## config.mk

```make
export PLATFORM = sky130hd
export DESIGN_NAME = eamb_cordic
export DESIGN_NICKNAME = d
export VERILOG_FILES = /design/src/rtl/eamb_pkg.sv /design/src/rtl/eamb_cordic.sv
export SDC_FILE = /design/constraint.sdc
export NUM_CORES = 2
export LEC_CHECK = 0
export BUFFER_PORTS_ARGS = -buffer_cell sky130_fd_sc_hd__buf_2
export CAP_MARGIN = 40
export CORE_MARGIN = 3
export CORE_UTILIZATION = 40
export DETAILED_ROUTE_END_ITERATION = 10
export GPL_TIMING_DRIVEN = 0
export PLACE_DENSITY = 0.61
export SYNTH_ARGS = -nofsm -noshare
export SYNTH_HDL_FRONTEND = slang
export SYNTH_SLANG_ARGS = --single-unit
```

## constraint.sdc

```tcl
create_clock -name clk -period 7.3 [get_ports clk]
set_input_delay 0.73 -clock clk [delete_from_list [all_inputs] [get_ports clk]]
set_output_delay 0.73 -clock clk [all_outputs]
set_load 0.005 [all_outputs]
```

## src/rtl/eamb_pkg.sv

```systemverilog
// Package for the Euler affine matrix builder: widths, CORDIC gain and arctangent table.
// No dependencies.
`default_nettype none
package eamb_pkg;
  localparam int CordicStepsDef = 16;
  localparam int TableLen = 24;
  localparam logic signed [33:0] GainQ30 = 34'sd652032874;

  function automatic logic signed [33:0] atan_phase(input int i);
    logic signed [33:0] r;
    case (i)
      0: r = 34'sh20000000;  1: r = 34'sh12E4051E;  2: r = 34'sh09FB385B;
      3: r = 34'sh051111D4;  4: r = 34'sh028B0D43;  5: r = 34'sh0145D7E1;
      6: r = 34'sh00A2F61E;  7: r = 34'sh00517C55;  8: r = 34'sh0028BE53;
      9: r = 34'sh00145F2F; 10: r = 34'sh000A2F98; 11: r = 34'sh000517CC;
      12: r = 34'sh00028BE6; 13: r = 34'sh000145F3; 14: r = 34'sh0000A2FA;
      15: r = 34'sh0000517D; 16: r = 34'sh000028BE; 17: r = 34'sh0000145F;
      18: r = 34'sh00000A30; 19: r = 34'sh00000518; 20: r = 34'sh0000028C;
      21: r = 34'sh00000146; 22: r = 34'sh000000A3; 23: r = 34'sh00000051;
      default: r = '0;
    endcase
    return r;
  endfunction

  typedef struct packed {
    logic signed [31:0] tx;
    logic signed [31:0] ty;
    logic signed [31:0] tz;
  } vec_t;

  typedef struct packed {
    logic signed [17:0] ca;
    logic signed [17:0] sa;
    logic signed [17:0] cb;
    logic signed [17:0] sb;
  } trig_t;
endpackage
`default_nettype wire

```

## src/rtl/eamb_cordic.sv

```systemverilog
// Pipelined CORDIC: one stage per iteration, stall-aware, sine and cosine in signed Q1.16.
// Depends on eamb_pkg.
`default_nettype none
module eamb_cordic import eamb_pkg::*; #(
  parameter int CORDIC_STEPS = CordicStepsDef
) (
  input  wire logic               clk,
  input  wire logic               en,
  input  wire logic [15:0]        angle,
  output logic signed [17:0]      cos_o,
  output logic signed [17:0]      sin_o
);
  localparam int N = (CORDIC_STEPS < TableLen) ? CORDIC_STEPS : TableLen;

  logic signed [33:0] x_r [0:N];
  logic signed [33:0] y_r [0:N];
  logic signed [33:0] z_r [0:N];
  logic [1:0]         q_r [0:N];
  logic [31:0]        p;
  logic [1:0]         q;

  assign p = {angle, 16'd0};
  assign q = 2'((p + 32'h20000000) >> 30);

  always_ff @(posedge clk) begin
    if (en) begin
      x_r[0] <= GainQ30;
      y_r[0] <= '0;
      z_r[0] <= 34'(signed'(p - {q, 30'd0}));
      q_r[0] <= q;
    end
  end

  for (genvar i = 0; i < N; i++) begin : g_st
    always_ff @(posedge clk) begin
      if (en) begin
        q_r[i+1] <= q_r[i];
        if (!z_r[i][33]) begin
          x_r[i+1] <= x_r[i] - (y_r[i] >>> i);
          y_r[i+1] <= y_r[i] + (x_r[i] >>> i);
          z_r[i+1] <= z_r[i] - atan_phase(i);
        end else begin
          x_r[i+1] <= x_r[i] + (y_r[i] >>> i);
          y_r[i+1] <= y_r[i] - (x_r[i] >>> i);
          z_r[i+1] <= z_r[i] + atan_phase(i);
        end
      end
    end
  end

  logic signed [33:0] xs, ys;
  logic signed [17:0] xc, yc;
  assign xs = (x_r[N] + 34'sd8192) >>> 14;
  assign ys = (y_r[N] + 34'sd8192) >>> 14;
  assign xc = (xs > 34'sd65536) ? 18'sd65536 : (xs < -34'sd65536) ? -18'sd65536 : 18'(xs);
  assign yc = (ys > 34'sd65536) ? 18'sd65536 : (ys < -34'sd65536) ? -18'sd65536 : 18'(ys);

  always_ff @(posedge clk) begin
    if (en) begin
      case (q_r[N])
        2'd0: begin cos_o <= xc;  sin_o <= yc;  end
        2'd1: begin cos_o <= -yc; sin_o <= xc;  end
        2'd2: begin cos_o <= -xc; sin_o <= -yc; end
        default: begin cos_o <= yc; sin_o <= -xc; end
      endcase
    end
  end
endmodule
`default_nettype wire

```

==> metrics list <==
- Ranked by total cell area, the synthesized netlist is headed by sky130_fd_sc_hd__edfxtp_1 (36%), sky130_fd_sc_hd__ha_1 (14%), sky130_fd_sc_hd__xnor2_1 (8.8%).
- R2R setup slack: 980 ps
- The region available for standard cell placement spans 307,000 um^2.
- Mapped Nets: 14.1k
- During I/O placement, the number of pins put on the boundary was 54.
- Portion of synthesized cell area occupied by the leading cell type: 36.2%
- The later pin in the worst-skew pair is clocked with a latency of 880 ps.
* Busiest grt layer: met2
- Largest driver fanout on the critical path: 50
- Number of buffers inserted to repair setup after CTS: 0
* Area Overhead vs Synth: 9.76%
- On the critical path, the stage with the largest delay is an instance of sky130_fd_sc_hd__o41ai_2.
- For the pin with the worst max-slew slack, the measured transition is 1030 ps.
- For this run, global-route usage on met3 was measured as 2.15%.
- Router iterations before antenna repair: 6
- The final hold violation count is 0.
- After synthesis, the netlist uses 112 different library cells.
* Number of DRC violations after detailed-routing iteration 0: 6,533
- After detailed routing, the total wire length is 314,000 um.
* Cell Chain, Critical Path: buf_6 -> buf_16 -> clkbuf_2 -> buf_12 -> clkbuf_2 -> buf_16 -> nand2_1 -> clkinvlp_4 -> buf_2 -> a21oi_1 -> xnor2_1 -> ha_1 -> o21a_1 -> o211ai_1 -> a31oi_1 -> o41ai_2 -> o211ai_1 -> a21bo_2 -> o31ai_1 -> nor2b_1 -> a311o_1 -> a21oi_1 -> xnor2_1
* Detailed-route vias per instance: 5.55
- The finished layout holds 17.2k standard cells, fillers aside.
- Synthesis handed over a netlist of 12.7k instances.
* Global-route met2 utilization: 33.3%
* Category of the worst setup path launch point: primary input
- Crit-path leading delay family: compound AO/OA/AOI/OAI gates
* Total number of vias: 95.5k
* Number of buffers and inverters on the critical path: 8
- In this run the horizontal extent of the chip is 562 um.
- Largest stage delay on the critical path: 590 ps
- Setup slack closes at 320 ps.
* GRT Residual Overflow: 0
* Maximum number of pins on one net before global-route repair: 69
- Number of pins with negative max-slew slack in the final report: 0
- Register bit count reported by yosys: 1,489
- Sum of net half-perimeters after detailed placement: 251,000 um
- Die Ht: 562 um
- Worst slack at placement: -997 ps
* Root cell of the clock tree: sky130_fd_sc_hd__clkbuf_16
- After layout, the worst path uses 95.6% of the clock period.
- Port-buffer cells: 53
- Once detail routing completed, the nets flagged for antenna violations numbered 0.
* Worst slew margin relative to its limit: 29.7%
- Wirelength per Cell: 18.2 um
* Worst min path class: primary input to flip-flop
* NumNets Final: 14.4k
* Critical path data arrival time: 7550 ps
- By count the netlist is led by sky130_fd_sc_hd__edfxtp_1 (1,489), sky130_fd_sc_hd__ha_1 (1,381), sky130_fd_sc_hd__a21oi_1 (1,263).
* Highest attainable clock frequency: 143 MHz
- The most used flip-flop cell after synthesis is sky130_fd_sc_hd__edfxtp_1.
* Number of flops mapped to enable cells by yosys: 1,489
- The synthesized netlist occupies a cell area of 124,000 um^2.
* TritonCTS clock tree: built
- The tool flagged a number of max-cap violations equal to 0.
- Worst setup skew after layout: 108 ps
- A synthesized cell averages 9.75 um^2.
- The number of antenna violations at the first check in global routing is 8.
- Gr usage total: 19.2%
* Effective utilization at floorplan: 40.3%
- The worst setup path is captured at a flip-flop.
- The number of global-route vias before repair is 90.8k.
- Final weighted congestion of routability-driven global placement: 0.930
* Clock transition at path regs: 60 ps
- Global-route met1 utilization: 25.1%
- The run finished with clean final reports.
- Fraction of final layout cells with drive strength greater than 1: 4.70%
- The worst setup path is of the primary input to flip-flop kind.
- RSZ-0062 raised after global routing: no
- STA puts the critical path data required time at 7870 ps.
- In the post-synthesis netlist, the cell with the most instances is sky130_fd_sc_hd__edfxtp_1.
* Dominant cell type by area after synthesis: sky130_fd_sc_hd__edfxtp_1
- DRC violations left: 0
- In this run the deepest clock path goes through 4 buffers.
- The first global-routing pass estimated 497,000 um of wire.
* Final setup violating endpoints: 0
* Number of synthesis warnings: 0
* H-tree levels: 4
- Row generation in the floorplan step produced 203 rows.
* Sequential cell area fraction in the yosys report: 36.2%
- TritonCTS sink count: 1,489
- Final period demand of the worst path: 6980 ps
- In this run, placement finished with an instance count of 16.9k.
- Post-synth ARST share: 0%
- Number of clock buffers inserted by TritonCTS: 179
- The floorplan step defined a die boundary enclosing 316,000 um^2.
-- per-stage QoR --
stage	setup TNS, ps	area, um^2	hold slack [ps]	util (%)
global route	0	136000	152	44.2
global placement	-7560100	129000	401	42.1
CTS	0	136000	97.7	44.2
floorplan	0	124000	400	-
detailed placement	-14430	130000	405	42.4
finish	0	136000	180	44.2
-- per-layer routing --
layer	wire length, um	vias to the layer above
met5	0	-
met4	9560	0
met3	14900	426
met2	149000	1995
met1	140000	45100
li1	-	48000
-- sequential cells by signal, indices dropped and copies added, names as in the netlist --
signal  cells
z_r       450
x_r       471
q_r        34
sin_o      18
cos_o      18
y_r       498
-- cell type report --
class / instances / area (um^2)
buffer: 211 / 902
clock buffer: 214 / 4670
timing repair buffer: 115 / 1240
sequential: 1489 / 44700
fill: 29500 / 171000
antenna: 3 / 7.51
tap: 4100 / 5130
clock inverter: 111 / 925
multi-input combinational: 10500 / 76400
inverter: 437 / 1640
-- cell usage in the layout (no fill, tap or decap), types with 36 or more instances in the layout --
cell	netlist	final
sky130_fd_sc_hd__a21o_1	525	525
sky130_fd_sc_hd__nand3_1	220	220
sky130_fd_sc_hd__mux2i_1	67	67
sky130_fd_sc_hd__nor3_1	304	304
sky130_fd_sc_hd__xnor2_1	1240	1240
sky130_fd_sc_hd__and3_1	143	143
sky130_fd_sc_hd__o31ai_1	133	133
sky130_fd_sc_hd__inv_1	428	427
sky130_fd_sc_hd__o21bai_1	162	162
sky130_fd_sc_hd__or2_2	68	68
sky130_fd_sc_hd__a211oi_1	120	120
sky130_fd_sc_hd__clkinv_1	8	39
sky130_fd_sc_hd__clkbuf_1	162	164
sky130_fd_sc_hd__fa_1	40	40
sky130_fd_sc_hd__o21a_1	191	191
sky130_fd_sc_hd__buf_2	13	82
sky130_fd_sc_hd__o21ai_0	680	680
sky130_fd_sc_hd__ha_1	1381	1381
sky130_fd_sc_hd__a21boi_0	43	43
sky130_fd_sc_hd__nor4_1	81	81
sky130_fd_sc_hd__or3_1	109	109
sky130_fd_sc_hd__edfxtp_1	1489	1489
sky130_fd_sc_hd__nor3b_1	36	36
sky130_fd_sc_hd__nand2b_1	236	236
sky130_fd_sc_hd__o211ai_1	51	51
sky130_fd_sc_hd__clkbuf_16	0	182
sky130_fd_sc_hd__nand4_1	89	89
sky130_fd_sc_hd__o41ai_1	66	66
sky130_fd_sc_hd__o2111ai_1	36	36
sky130_fd_sc_hd__a31oi_1	123	123
sky130_fd_sc_hd__nand2_1	700	700
sky130_fd_sc_hd__nor2b_1	178	178
sky130_fd_sc_hd__or4_1	49	49
sky130_fd_sc_hd__a21oi_1	1263	1263
sky130_fd_sc_hd__and2_1	74	74
sky130_fd_sc_hd__mux2_2	44	44
sky130_fd_sc_hd__nor2_1	964	964
sky130_fd_sc_hd__xor2_1	629	629
-- path summary, 6_finish.rpt --
| path | depth (start not counted) | from | to |
|---|---|---|---|
| worst min register to register | 0 | q_r[0][13] | q_r[0][15] |
| worst max-delay path | 23 | en | y_r[8][33] |
| worst min-delay path | 2 | angle[14] | z_r[0][30] |
| worst max register to register | 16 | z_r[6][33] | y_r[7][32] |
-- cells by family (layout without fill, tap and decap cells) --
| kind of cell | Yosys count | count (layout) | share of synthesized area [%] |
|---|---|---|---|
| fa+ha+maj | 1421 | 1421 | 14.6 |
| buf+inv | 649 | 1088 | 1.99 |
| mux | 112 | 112 | 0.962 |
| other cells | 0 | 3 | 0 |
| compound gates | 3767 | 3767 | 19.4 |
| flops | 1489 | 1489 | 36.2 |
| simple gates | 3370 | 3370 | 13.6 |
| xor+xnor | 1870 | 1870 | 13.3 |
-- what timing repair did --
action	4_1_cts	5_1_grt
hold buffers	14	0
resized for setup	2	2
endpoints found under the setup margin	1	3
hold endpoints to repair	14	0
Power is left out: the tool's default activity adds up to more than one toggle a clock period on the data nets, which glitch-free logic cannot reach.
